--- src/rtl/core/srr_pkg.sv ---
// Shared types and constants for the selective-repeat receiver.
// Used by every module under rtl/core except srr_fifo; no dependencies.
package srr_pkg;

   localparam int unsigned SEQ_COUNT_DEF   = 20;
   localparam int unsigned WINDOW_DEF      = 7;
   localparam int unsigned MAX_PAYLOAD_DEF = 1024;
   localparam int unsigned MAX_RESULTS     = 8;

   localparam int unsigned CODE_W = 8;
   localparam int unsigned TAG_W  = 16;
   localparam int unsigned LEN_W  = 11;
   localparam int unsigned KIND_W = 2;

   localparam int unsigned CMD_DEPTH = 2;
   localparam int unsigned RSP_DEPTH = 8;

   localparam logic [CODE_W-1:0] CODE_HANDSHAKE = 8'd205;
   localparam logic [CODE_W-1:0] CODE_HS_REPLY  = 8'd200;
   localparam logic [CODE_W-1:0] CODE_END       = 8'hFF;

   localparam logic [KIND_W-1:0] KIND_HS_REPLY = 2'd0;
   localparam logic [KIND_W-1:0] KIND_ACK      = 2'd1;
   localparam logic [KIND_W-1:0] KIND_EOF      = 2'd2;
   localparam logic [KIND_W-1:0] KIND_DATA     = 2'd3;

   // classified frame handed from front to back
   typedef struct packed {
      logic              is_hs;
      logic              is_end;
      logic [CODE_W-1:0] seq;
      logic [TAG_W-1:0]  tag;
      logic [LEN_W-1:0]  len;
   } cmd_type;

   typedef struct packed {
      logic [KIND_W-1:0] kind;
      logic [CODE_W-1:0] reply_code;
      logic [TAG_W-1:0]  out_tag;
      logic [LEN_W-1:0]  out_len;
      logic              last;
   } rsp_type;

endpackage

--- src/rtl/core/selective_repeat_receiver.sv ---
// Selective-repeat receiver top level: front end, command queue, back end,
// result queue. A result reaches the rsp_ ports through the front-end register,
// the command queue and the result queue, a released word also through the back
// end's release state. A frame at the window base releases a run of 1..7 words,
// one word per cycle while the result queue has room, then its ack. Synchronous
// reset empties both queues, returns to the handshake stage and clears all marks.
module selective_repeat_receiver #(
   parameter int unsigned SEQ_COUNT   = srr_pkg::SEQ_COUNT_DEF,
   parameter int unsigned WINDOW      = srr_pkg::WINDOW_DEF,
   parameter int unsigned MAX_PAYLOAD = srr_pkg::MAX_PAYLOAD_DEF
) (
   input  logic                        clock,
   input  logic                        reset,
   input  logic                        req_push,
   output logic                        req_full,
   input  logic [srr_pkg::CODE_W-1:0]  req_frame_code,
   input  logic [srr_pkg::TAG_W-1:0]   req_payload_tag,
   input  logic [srr_pkg::LEN_W-1:0]   req_payload_len,
   output logic                        rsp_empty,
   input  logic                        rsp_pop,
   output logic [srr_pkg::KIND_W-1:0]  rsp_kind,
   output logic [srr_pkg::CODE_W-1:0]  rsp_reply_code,
   output logic [srr_pkg::TAG_W-1:0]   rsp_out_tag,
   output logic [srr_pkg::LEN_W-1:0]   rsp_out_len,
   output logic                        rsp_last
);

   srr_pkg::cmd_type cmd_wr_data, cmd_rd_data;
   srr_pkg::rsp_type rsp_wr_data, rsp_rd_data;
   logic             cmd_wr_en, cmd_full, cmd_rd_en, cmd_empty;
   logic             rsp_wr_en, rsp_full;

   srr_front #(
      .SEQ_COUNT   (SEQ_COUNT),
      .MAX_PAYLOAD (MAX_PAYLOAD)
   ) u_front (
      .clock           (clock),
      .reset           (reset),
      .req_push        (req_push),
      .req_full        (req_full),
      .req_frame_code  (req_frame_code),
      .req_payload_tag (req_payload_tag),
      .req_payload_len (req_payload_len),
      .cmd_wr_en       (cmd_wr_en),
      .cmd_data        (cmd_wr_data),
      .cmd_full        (cmd_full)
   );

   srr_fifo #(
      .WIDTH ($bits(srr_pkg::cmd_type)),
      .DEPTH (srr_pkg::CMD_DEPTH)
   ) u_cmd_fifo (
      .clock   (clock),
      .reset   (reset),
      .wr_en   (cmd_wr_en),
      .wr_data (cmd_wr_data),
      .full    (cmd_full),
      .rd_en   (cmd_rd_en),
      .rd_data (cmd_rd_data),
      .empty   (cmd_empty)
   );

   srr_back #(
      .SEQ_COUNT (SEQ_COUNT),
      .WINDOW    (WINDOW)
   ) u_back (
      .clock     (clock),
      .reset     (reset),
      .cmd_empty (cmd_empty),
      .cmd_data  (cmd_rd_data),
      .cmd_rd_en (cmd_rd_en),
      .rsp_full  (rsp_full),
      .rsp_wr_en (rsp_wr_en),
      .rsp_data  (rsp_wr_data)
   );

   srr_fifo #(
      .WIDTH ($bits(srr_pkg::rsp_type)),
      .DEPTH (srr_pkg::RSP_DEPTH)
   ) u_rsp_fifo (
      .clock   (clock),
      .reset   (reset),
      .wr_en   (rsp_wr_en),
      .wr_data (rsp_wr_data),
      .full    (rsp_full),
      .rd_en   (rsp_pop),
      .rd_data (rsp_rd_data),
      .empty   (rsp_empty)
   );

   assign rsp_kind       = rsp_rd_data.kind;
   assign rsp_reply_code = rsp_rd_data.reply_code;
   assign rsp_out_tag    = rsp_rd_data.out_tag;
   assign rsp_out_len    = rsp_rd_data.out_len;
   assign rsp_last       = rsp_rd_data.last;

endmodule

--- src/rtl/core/srr_fifo.sv ---
// Small flop-based first-word-fall-through queue.
// Generic; used for the command queue and the result queue.
module srr_fifo #(
   parameter int unsigned WIDTH = 8,
   parameter int unsigned DEPTH = 2
) (
   input  logic             clock,
   input  logic             reset,
   input  logic             wr_en,
   input  logic [WIDTH-1:0] wr_data,
   output logic             full,
   input  logic             rd_en,
   output logic [WIDTH-1:0] rd_data,
   output logic             empty
);

   localparam int unsigned PTR_W = (DEPTH > 1) ? $clog2(DEPTH) : 1;
   localparam int unsigned CNT_W = $clog2(DEPTH + 1);

   logic [WIDTH-1:0] mem_ff [DEPTH];
   logic [PTR_W-1:0] wr_ptr_ff, wr_ptr_in;
   logic [PTR_W-1:0] rd_ptr_ff, rd_ptr_in;
   logic [CNT_W-1:0] count_ff, count_in;
   logic             do_wr, do_rd;

   always_comb begin
      do_wr = wr_en && !full;
      do_rd = rd_en && !empty;
      wr_ptr_in = wr_ptr_ff;
      rd_ptr_in = rd_ptr_ff;
      if (do_wr) begin
         wr_ptr_in = (wr_ptr_ff == PTR_W'(DEPTH - 1)) ? '0 : wr_ptr_ff + 1'b1;
      end
      if (do_rd) begin
         rd_ptr_in = (rd_ptr_ff == PTR_W'(DEPTH - 1)) ? '0 : rd_ptr_ff + 1'b1;
      end
      count_in = count_ff + CNT_W'(do_wr) - CNT_W'(do_rd);
   end

   always_ff @(posedge clock) begin
      if (reset) begin
         wr_ptr_ff <= '0;
         rd_ptr_ff <= '0;
         count_ff  <= '0;
      end else begin
         wr_ptr_ff <= wr_ptr_in;
         rd_ptr_ff <= rd_ptr_in;
         count_ff  <= count_in;
      end
   end

   always_ff @(posedge clock) begin
      if (do_wr) begin
         mem_ff[wr_ptr_ff] <= wr_data;
      end
   end

   assign full    = (count_ff == CNT_W'(DEPTH));
   assign empty   = (count_ff == '0);
   assign rd_data = mem_ff[rd_ptr_ff];

endmodule

--- src/rtl/core/srr_front.sv ---
// Front end: takes frames, reduces the code to a sequence number, clamps
// the length and classifies the frame. Depends on srr_pkg.
module srr_front #(
   parameter int unsigned SEQ_COUNT   = srr_pkg::SEQ_COUNT_DEF,
   parameter int unsigned MAX_PAYLOAD = srr_pkg::MAX_PAYLOAD_DEF
) (
   input  logic                        clock,
   input  logic                        reset,
   input  logic                        req_push,
   output logic                        req_full,
   input  logic [srr_pkg::CODE_W-1:0]  req_frame_code,
   input  logic [srr_pkg::TAG_W-1:0]   req_payload_tag,
   input  logic [srr_pkg::LEN_W-1:0]   req_payload_len,
   output logic                        cmd_wr_en,
   output srr_pkg::cmd_type            cmd_data,
   input  logic                        cmd_full
);

   // reciprocal estimate of code / SEQ_COUNT, low by at most one
   localparam logic [15:0] RECIP = 16'(65536 / SEQ_COUNT);

   logic                       valid_ff, valid_in;
   logic [srr_pkg::CODE_W-1:0] code_ff;
   logic [srr_pkg::CODE_W-1:0] quot_ff;
   logic [srr_pkg::TAG_W-1:0]  tag_ff;
   logic [srr_pkg::LEN_W-1:0]  len_ff;
   logic                       accept;
   logic [23:0]                prod;
   logic [srr_pkg::LEN_W-1:0]  len_sat;
   logic [15:0]                rem_wide;
   logic [15:0]                rem_fix;

   always_comb begin
      accept   = req_push && !req_full;
      valid_in = accept || (valid_ff && cmd_full);
      prod     = 24'(req_frame_code) * 24'(RECIP);
      len_sat  = (32'(req_payload_len) > MAX_PAYLOAD) ? srr_pkg::LEN_W'(MAX_PAYLOAD)
                                                       : req_payload_len;
      rem_wide = 16'(code_ff) - 16'(quot_ff) * 16'(SEQ_COUNT);
      rem_fix  = (rem_wide >= 16'(SEQ_COUNT)) ? rem_wide - 16'(SEQ_COUNT) : rem_wide;
   end

   always_ff @(posedge clock) begin
      if (reset) begin
         valid_ff <= 1'b0;
      end else begin
         valid_ff <= valid_in;
      end
   end

   always_ff @(posedge clock) begin
      if (accept) begin
         code_ff <= req_frame_code;
         quot_ff <= prod[23:16];
         tag_ff  <= req_payload_tag;
         len_ff  <= len_sat;
      end
   end

   assign req_full        = valid_ff && cmd_full;
   assign cmd_wr_en       = valid_ff;
   assign cmd_data.is_hs  = (code_ff == srr_pkg::CODE_HANDSHAKE);
   assign cmd_data.is_end = (code_ff == srr_pkg::CODE_END);
   assign cmd_data.seq    = rem_fix[srr_pkg::CODE_W-1:0];
   assign cmd_data.tag    = tag_ff;
   assign cmd_data.len    = len_ff;

endmodule

--- src/rtl/core/srr_back.sv ---
// Back end: stage and window state, slot store, in-order release of the
// received run and all replies. Depends on srr_pkg.
module srr_back #(
   parameter int unsigned SEQ_COUNT = srr_pkg::SEQ_COUNT_DEF,
   parameter int unsigned WINDOW    = srr_pkg::WINDOW_DEF
) (
   input  logic             clock,
   input  logic             reset,
   input  logic             cmd_empty,
   input  srr_pkg::cmd_type cmd_data,
   output logic             cmd_rd_en,
   input  logic             rsp_full,
   output logic             rsp_wr_en,
   output srr_pkg::rsp_type rsp_data
);

   localparam int unsigned SEQ_W  = $clog2(SEQ_COUNT);
   localparam int unsigned SLOT_W = (WINDOW > 1) ? $clog2(WINDOW) : 1;
   localparam int unsigned RUN_W  = $clog2(srr_pkg::MAX_RESULTS);
   localparam int unsigned CMP_W  = (SEQ_W + 1 > 6) ? SEQ_W + 1 : 6;
   localparam int unsigned LIM_A  = (WINDOW < SEQ_COUNT) ? WINDOW : SEQ_COUNT;
   localparam int unsigned RUN_LIMIT =
      (LIM_A < srr_pkg::MAX_RESULTS - 1) ? LIM_A : srr_pkg::MAX_RESULTS - 1;

   typedef enum logic [1:0] {
      ST_IDLE,
      ST_RELEASE,
      ST_ACK
   } state_type;

   state_type                  state_ff, state_in;
   logic                       stage_ff, stage_in;
   logic [SEQ_W-1:0]           base_ff, base_in;
   logic [SLOT_W-1:0]          slot_base_ff, slot_base_in;
   logic [SEQ_COUNT-1:0]       marks_ff, marks_in;
   logic [RUN_W-1:0]           run_ff, run_in;
   logic [SEQ_W-1:0]           ack_seq_ff, ack_seq_in;
   logic [srr_pkg::TAG_W-1:0]  slot_tag_ff [WINDOW];
   logic [srr_pkg::LEN_W-1:0]  slot_len_ff [WINDOW];

   logic [SEQ_W-1:0]  cmd_seq;
   logic [SEQ_W:0]    dist_sum;
   logic [SEQ_W:0]    seq_off;
   logic              in_window;
   logic [SLOT_W:0]   slot_sum;
   logic [SLOT_W-1:0] slot_idx;
   logic              slot_we;
   logic [SEQ_W-1:0]  base_next;
   logic [SLOT_W-1:0] slot_next;
   logic [RUN_W-1:0]  run_next;
   logic              run_more;

   always_comb begin
      cmd_seq   = cmd_data.seq[SEQ_W-1:0];
      dist_sum  = {1'b0, cmd_seq} + (SEQ_W + 1)'(SEQ_COUNT) - {1'b0, base_ff};
      seq_off   = (dist_sum >= (SEQ_W + 1)'(SEQ_COUNT))
                  ? dist_sum - (SEQ_W + 1)'(SEQ_COUNT) : dist_sum;
      in_window = (CMP_W'(seq_off) < CMP_W'(WINDOW)) && !marks_ff[cmd_seq];
      slot_sum  = (SLOT_W + 1)'(slot_base_ff) + (SLOT_W + 1)'(seq_off);
      slot_idx  = (slot_sum >= (SLOT_W + 1)'(WINDOW))
                  ? SLOT_W'(slot_sum - (SLOT_W + 1)'(WINDOW)) : SLOT_W'(slot_sum);
      base_next = (base_ff == SEQ_W'(SEQ_COUNT - 1)) ? '0 : base_ff + 1'b1;
      slot_next = (slot_base_ff == SLOT_W'(WINDOW - 1)) ? '0 : slot_base_ff + 1'b1;
      run_next  = run_ff + 1'b1;
      run_more  = (run_next < RUN_W'(RUN_LIMIT)) && marks_ff[base_next];
   end

   always_comb begin
      state_in     = state_ff;
      stage_in     = stage_ff;
      base_in      = base_ff;
      slot_base_in = slot_base_ff;
      marks_in     = marks_ff;
      run_in       = run_ff;
      ack_seq_in   = ack_seq_ff;
      slot_we      = 1'b0;
      cmd_rd_en    = 1'b0;
      rsp_wr_en    = 1'b0;
      rsp_data     = '0;
      case (state_ff)
         ST_IDLE: begin
            if (!cmd_empty && !rsp_full) begin
               cmd_rd_en = 1'b1;
               if (!stage_ff) begin
                  // anything but the handshake code is dropped here
                  if (cmd_data.is_hs) begin
                     stage_in        = 1'b1;
                     base_in         = '0;
                     slot_base_in    = '0;
                     marks_in        = '0;
                     rsp_wr_en       = 1'b1;
                     rsp_data.kind   = srr_pkg::KIND_HS_REPLY;
                     rsp_data.reply_code = srr_pkg::CODE_HS_REPLY;
                     rsp_data.last   = 1'b1;
                  end
               end else if (cmd_data.is_end) begin
                  stage_in      = 1'b0;
                  rsp_wr_en     = 1'b1;
                  rsp_data.kind = srr_pkg::KIND_EOF;
                  rsp_data.last = 1'b1;
               end else begin
                  if (in_window) begin
                     slot_we           = 1'b1;
                     marks_in[cmd_seq] = 1'b1;
                  end
                  if (in_window && seq_off == '0) begin
                     ack_seq_in = cmd_seq;
                     run_in     = '0;
                     state_in   = ST_RELEASE;
                  end else begin
                     rsp_wr_en           = 1'b1;
                     rsp_data.kind       = srr_pkg::KIND_ACK;
                     rsp_data.reply_code = srr_pkg::CODE_W'(cmd_seq);
                     rsp_data.last       = 1'b1;
                  end
               end
            end
         end
         ST_RELEASE: begin
            // one buffered word per cycle while the result queue is not full, oldest first
            if (!rsp_full) begin
               rsp_wr_en         = 1'b1;
               rsp_data.kind     = srr_pkg::KIND_DATA;
               rsp_data.out_tag  = slot_tag_ff[slot_base_ff];
               rsp_data.out_len  = slot_len_ff[slot_base_ff];
               marks_in[base_ff] = 1'b0;
               base_in           = base_next;
               slot_base_in      = slot_next;
               run_in            = run_next;
               if (!run_more) begin
                  state_in = ST_ACK;
               end
            end
         end
         ST_ACK: begin
            if (!rsp_full) begin
               rsp_wr_en           = 1'b1;
               rsp_data.kind       = srr_pkg::KIND_ACK;
               rsp_data.reply_code = srr_pkg::CODE_W'(ack_seq_ff);
               rsp_data.last       = 1'b1;
               state_in            = ST_IDLE;
            end
         end
         default: begin
            state_in = ST_IDLE;
         end
      endcase
   end

   always_ff @(posedge clock) begin
      if (reset) begin
         state_ff     <= ST_IDLE;
         stage_ff     <= 1'b0;
         base_ff      <= '0;
         slot_base_ff <= '0;
         marks_ff     <= '0;
         run_ff       <= '0;
         ack_seq_ff   <= '0;
      end else begin
         state_ff     <= state_in;
         stage_ff     <= stage_in;
         base_ff      <= base_in;
         slot_base_ff <= slot_base_in;
         marks_ff     <= marks_in;
         run_ff       <= run_in;
         ack_seq_ff   <= ack_seq_in;
      end
   end

   always_ff @(posedge clock) begin
      if (slot_we) begin
         slot_tag_ff[slot_idx] <= cmd_data.tag;
         slot_len_ff[slot_idx] <= cmd_data.len;
      end
   end

endmodule

--- config.mk ---
export PLATFORM = sky130hd
export DESIGN_NAME = selective_repeat_receiver
export DESIGN_NICKNAME = d
export VERILOG_FILES = /design/src/rtl/core/srr_pkg.sv /design/src/rtl/core/selective_repeat_receiver.sv /design/src/rtl/core/srr_fifo.sv /design/src/rtl/core/srr_front.sv /design/src/rtl/core/srr_back.sv
export SDC_FILE = /design/constraint.sdc
export NUM_CORES = 1
export LEC_CHECK = 0
export BUFFER_PORTS_ARGS = -buffer_cell sky130_fd_sc_hd__buf_2
export CORE_MARGIN = 2
export CORE_UTILIZATION = 40
export DETAILED_ROUTE_END_ITERATION = 8
export GPL_TIMING_DRIVEN = 1
export PLACE_DENSITY = 0.65
export SKIP_LAST_GASP = 1
export SLEW_MARGIN = 40
export SYNTH_ARGS = -nofsm -noshare
export SYNTH_HDL_FRONTEND = slang
export SYNTH_SLANG_ARGS = --single-unit
--- constraint.sdc ---
create_clock -name clock -period 9.8 [get_ports clock]
set_input_delay 0 -clock clock [delete_from_list [all_inputs] [get_ports clock]]
set_output_delay 0 -clock clock [all_outputs]
set_load 0.03 [all_outputs]
==> results.py <==
metrics = {
    "route": {
        "drtAntennaViolNets": 0,
        "remaining_drc_errors": 0,
        "wirelength_mm": 55.1,
        "drt-wirelength-per-cell_um": 20.1,
        "detail_route.iter0.violations": 1012,
        "detailroute.via_count": 14505,
        "drtPass1Iterations": 6,
        "route.detailed.vias_per_inst": 5.30,
    },
    "logic_synthesis": {
        "synth_largest_type_area_fraction_pct": 63.6,
        "most_used_standard_cell_by_instance_count_after_synthesis": "sky130_fd_sc_hd__edfxtp_1",
        "synth.cell_area_sq_um": 27600,
        "synthesis.area_per_instance_sq_um": 16.6,
        "async_reset_ff_share_pct": 0,
        "syn-instance-count": 1660,
        "simple_gate_portion_of_the_synthesized_area_pct": 5.78,
        "ys.flop_type": "sky130_fd_sc_hd__edfxtp_1",
        "post_synth_mux_area_share_pct": 13.5,
        "post_synth_xor_xnor_area_pct": 0.699,
        "synth.top_cells.by_count": "584 x sky130_fd_sc_hd__edfxtp_1, 103 x sky130_fd_sc_hd__mux4_2, 96 x sky130_fd_sc_hd__nor2_1, 83 x sky130_fd_sc_hd__ha_1, 79 x sky130_fd_sc_hd__nand2_1",
        "synthesis_stage_register_bit_count": 645,
        "synth.lib_cells_used.distinct": 81,
        "synth_sequential_area_ratio_pct": 68.1,
        "synth_top_cells_by_area": "sky130_fd_sc_hd__edfxtp_1 64%, sky130_fd_sc_hd__mux4_2 8.4%, sky130_fd_sc_hd__dfxtp_1 4.4%",
        "synth_adder_area_share_pct": 4.93,
        "synth.yosys.warnings": 0,
        "synth-compound-area-share_pct": 4.94,
        "synth_nets": 1798,
        "synth_largest_area_cell": "sky130_fd_sc_hd__edfxtp_1",
        "synth_top_family_by_area": "multiplexers",
        "synth_edf_count": 584,
    },
    "cells_and_area": {
        "antenna_cells": 0,
        "area_growth_pct": 14.5,
        "finalNetCount": 1946,
        "layout-drive-gt1-share_pct": 22.4,
    },
    "critical_path": {
        "critPathArrivalTime_ps": 6160,
        "crit_path_top_delay_cell": "sky130_fd_sc_hd__buf_4",
        "critical_path.top_delay_family": "adder cells",
        "worstSetupStartpointType": "flop",
        "crit_fanout": 52,
        "cp-endpoint": "u_back.slot_tag_ff[4][15]",
        "timing.critical_path.depth": 19,
        "cpMostUsedCell": "sky130_fd_sc_hd__ha_1",
        "endpoint_kind": "flop",
        "crit_path_max_incr_delay_ps": 490,
        "r2r_setup_slack_ps": 3900,
        "path_buf_inv": 4,
        "type_of_the_worst_setup_path": "flop to flop",
        "rr_worst_depth": 19,
        "crit-reg2reg-capture": "u_back.slot_tag_ff[4][15]",
        "critical_path_required_ps": 10060,
        "cp_cell_sequence": "buf_4 > mux2_2 > ha_1 > ha_1 > fa_1 > xor2_1 > inv_1 > ha_1 > and3b_1 > o22ai_1 > o22ai_2 > xnor2_1 > ha_1 > xor2_1 > inv_1 > a21oi_1 > mux2_2 > nor4_2 > buf_4",
    },
    "floorplanning": {
        "die-area_sq_um": 71000,
        "rows": 96,
        "core_region_area_sq_um": 68300,
        "floorplan.die.width_um": 266,
        "initial_util_pct": 40.3,
        "dieHeight_um": 266,
        "total_i_o_pin_count": 79,
    },
    "timing": {
        "finalSetupViolations": 0,
        "finalHoldViolations": 0,
        "worst_tran_pin_value_ps": 765,
        "setup-tns-final_ps": 0,
        "post-route-period-util_pct": 60.3,
        "timing.slew.headroom_pct": 48.8,
        "period_minus_slack_ps": 5900,
        "fin_skew_ps": 34.8,
        "rsz0062_at_grt": "false",
        "final.hold.worst_slack_ps": 77.4,
        "slew_violations": 0,
        "fmaxAchievable_mhz": 169,
    },
    "pwr": {
        "powerDensity_nw_per_um2": 243,
        "static-leakage-power_nw": 10.5,
        "ir_drop_mv": 0.185,
    },
    "global_route": {
        "grt_first_pass_wirelength_mm": 85.9,
        "grt_max_degree": 82,
        "via_count_of_the_first_global_routing_pass": 15124,
        "grt_antenna_before_repair": 0,
        "grt_overflow": 0,
        "grt_usage_pct": 15.7,
    },
    "status": {
        "run_status": "completed",
    },
    "clocking": {
        "post-cts-setup-buffers": 0,
        "clock_tree_from_tritoncts": "yes",
        "cts_root_buf": "sky130_fd_sc_hd__clkbuf_16",
        "clock_latency_ps": 640,
        "cts_made_buffers": 61,
        "cts.reportedPaths.clkPinSlew_ps": 60,
        "clock_sinks": 645,
        "ctsHtreeMaxLevel": 2,
        "clk_path_buf_depth": 3,
    },
    "placement": {
        "dp_hpwl_mm": 34.1,
        "routabilityCongestion": 0.822,
        "numPortBuffers": 77,
    },
    "min_path": {
        "hold_path.class": "input port to flop",
    },
    "flow_run": {
        "drv_cap": 0,
    },
}
[cell families after synthesis]
kind of cell / Yosys count
adder cells (fa/ha/maj): 99
buffers and inverters: 144
XOR/XNOR: 22
other: 1
AO/OA/AOI/OAI: 203
flip-flops: 645
multiplexers: 233
AND/OR/NAND/NOR: 313
[cell usage in the layout (no fill, tap or decap), types with 23 or more instances in the layout]
master / count
sky130_fd_sc_hd__nor2_1: 94
sky130_fd_sc_hd__a21oi_1: 57
sky130_fd_sc_hd__clkbuf_16: 62
sky130_fd_sc_hd__inv_1: 74
sky130_fd_sc_hd__mux4_2: 103
sky130_fd_sc_hd__dfxtp_1: 55
sky130_fd_sc_hd__buf_2: 77
sky130_fd_sc_hd__mux2i_1: 64
sky130_fd_sc_hd__nand2_1: 79
sky130_fd_sc_hd__ha_1: 83
sky130_fd_sc_hd__mux2_2: 65
sky130_fd_sc_hd__o21ai_0: 51
sky130_fd_sc_hd__dlygate4sd3_1: 47
sky130_fd_sc_hd__edfxtp_1: 584
sky130_fd_sc_hd__buf_4: 23
[sequential cells by signal, summed over array words and instances, names as in the netlist, 4 cells and up, named ones only]
name / flops
u_rsp_fifo.mem_ff: 288
u_back.slot_tag_ff: 112
u_back.slot_len_ff: 77
u_cmd_fifo.mem_ff: 68
u_back.marks_ff: 20
u_front.tag_ff: 16
u_front.len_ff: 11
u_front.code_ff: 8
u_back.ack_seq_ff: 5
u_back.base_ff: 5
u_front.quot_ff: 4
u_rsp_fifo.count_ff: 4
[worst min-delay path by stage]
stage	from	endpoint	slack, ps	cells after the start
3_3_place_gp	req_payload_tag[2]	u_front.tag_ff[2]	180	1
6_report	req_payload_tag[11]	u_front.tag_ff[11]	80	2
2_1_floorplan	req_frame_code[0]	u_front.code_ff[0]	100	0
3_5_place_dp	req_payload_tag[0]	u_front.tag_ff[0]	180	1
5_1_grt	req_payload_tag[13]	u_front.tag_ff[13]	50	2
4_1_cts	req_payload_tag[5]	u_front.tag_ff[5]	30	2
[per-stage QoR]
stage | power [mW] | setup slack, ps | util (%) | instances | area, sq um
3_5_place_dp | 5.48 | 3910 | 42.7 | 2580 | 29200
2_1_floorplan | 4.92 | 2200 | - | 1660 | 27600
3_3_place_gp | 5.41 | 4050 | 42.5 | 2575 | 29100
5_1_grt | 8.04 | 3490 | 46.2 | 2738 | 31500
4_1_cts | 7.75 | 3890 | 46.1 | 2738 | 31500
6_report | 7.67 | 3900 | 46.2 | 2738 | 31500
[routing by layer]
layer	GRT usage (%)	vias up	routed length, um
li1	-	6754	-
met3	2.30	77	2050
met2	26.8	299	27300
met1	20.8	7375	24500
met5	0	-	0
met4	4.57	0	1270
[layout make-up]
| type | count | area [sq um] |
|---|---|---|
| fillers | 5715 | 36800 |
| flip-flops and latches | 645 | 18800 |
| multi-input cells | 871 | 8340 |
| clock buffers | 75 | 1610 |
| repair buffers | 155 | 1150 |
| well taps | 882 | 1100 |
| clock inverters | 36 | 295 |
| inverters | 74 | 278 |
[power breakdown]
group | switching, mW | internal (mW)
clock network | 0.998 | 1.25
logic | 1.25 | 0.778
registers | 0.0906 | 3.30
[what timing repair did]
item                      in CTS  in global routing
hold endpoints to repair      65                  0
hold buffers                  47                  0
resized for setup              0                  0
Note: power is estimated with default switching activity, not from simulation.
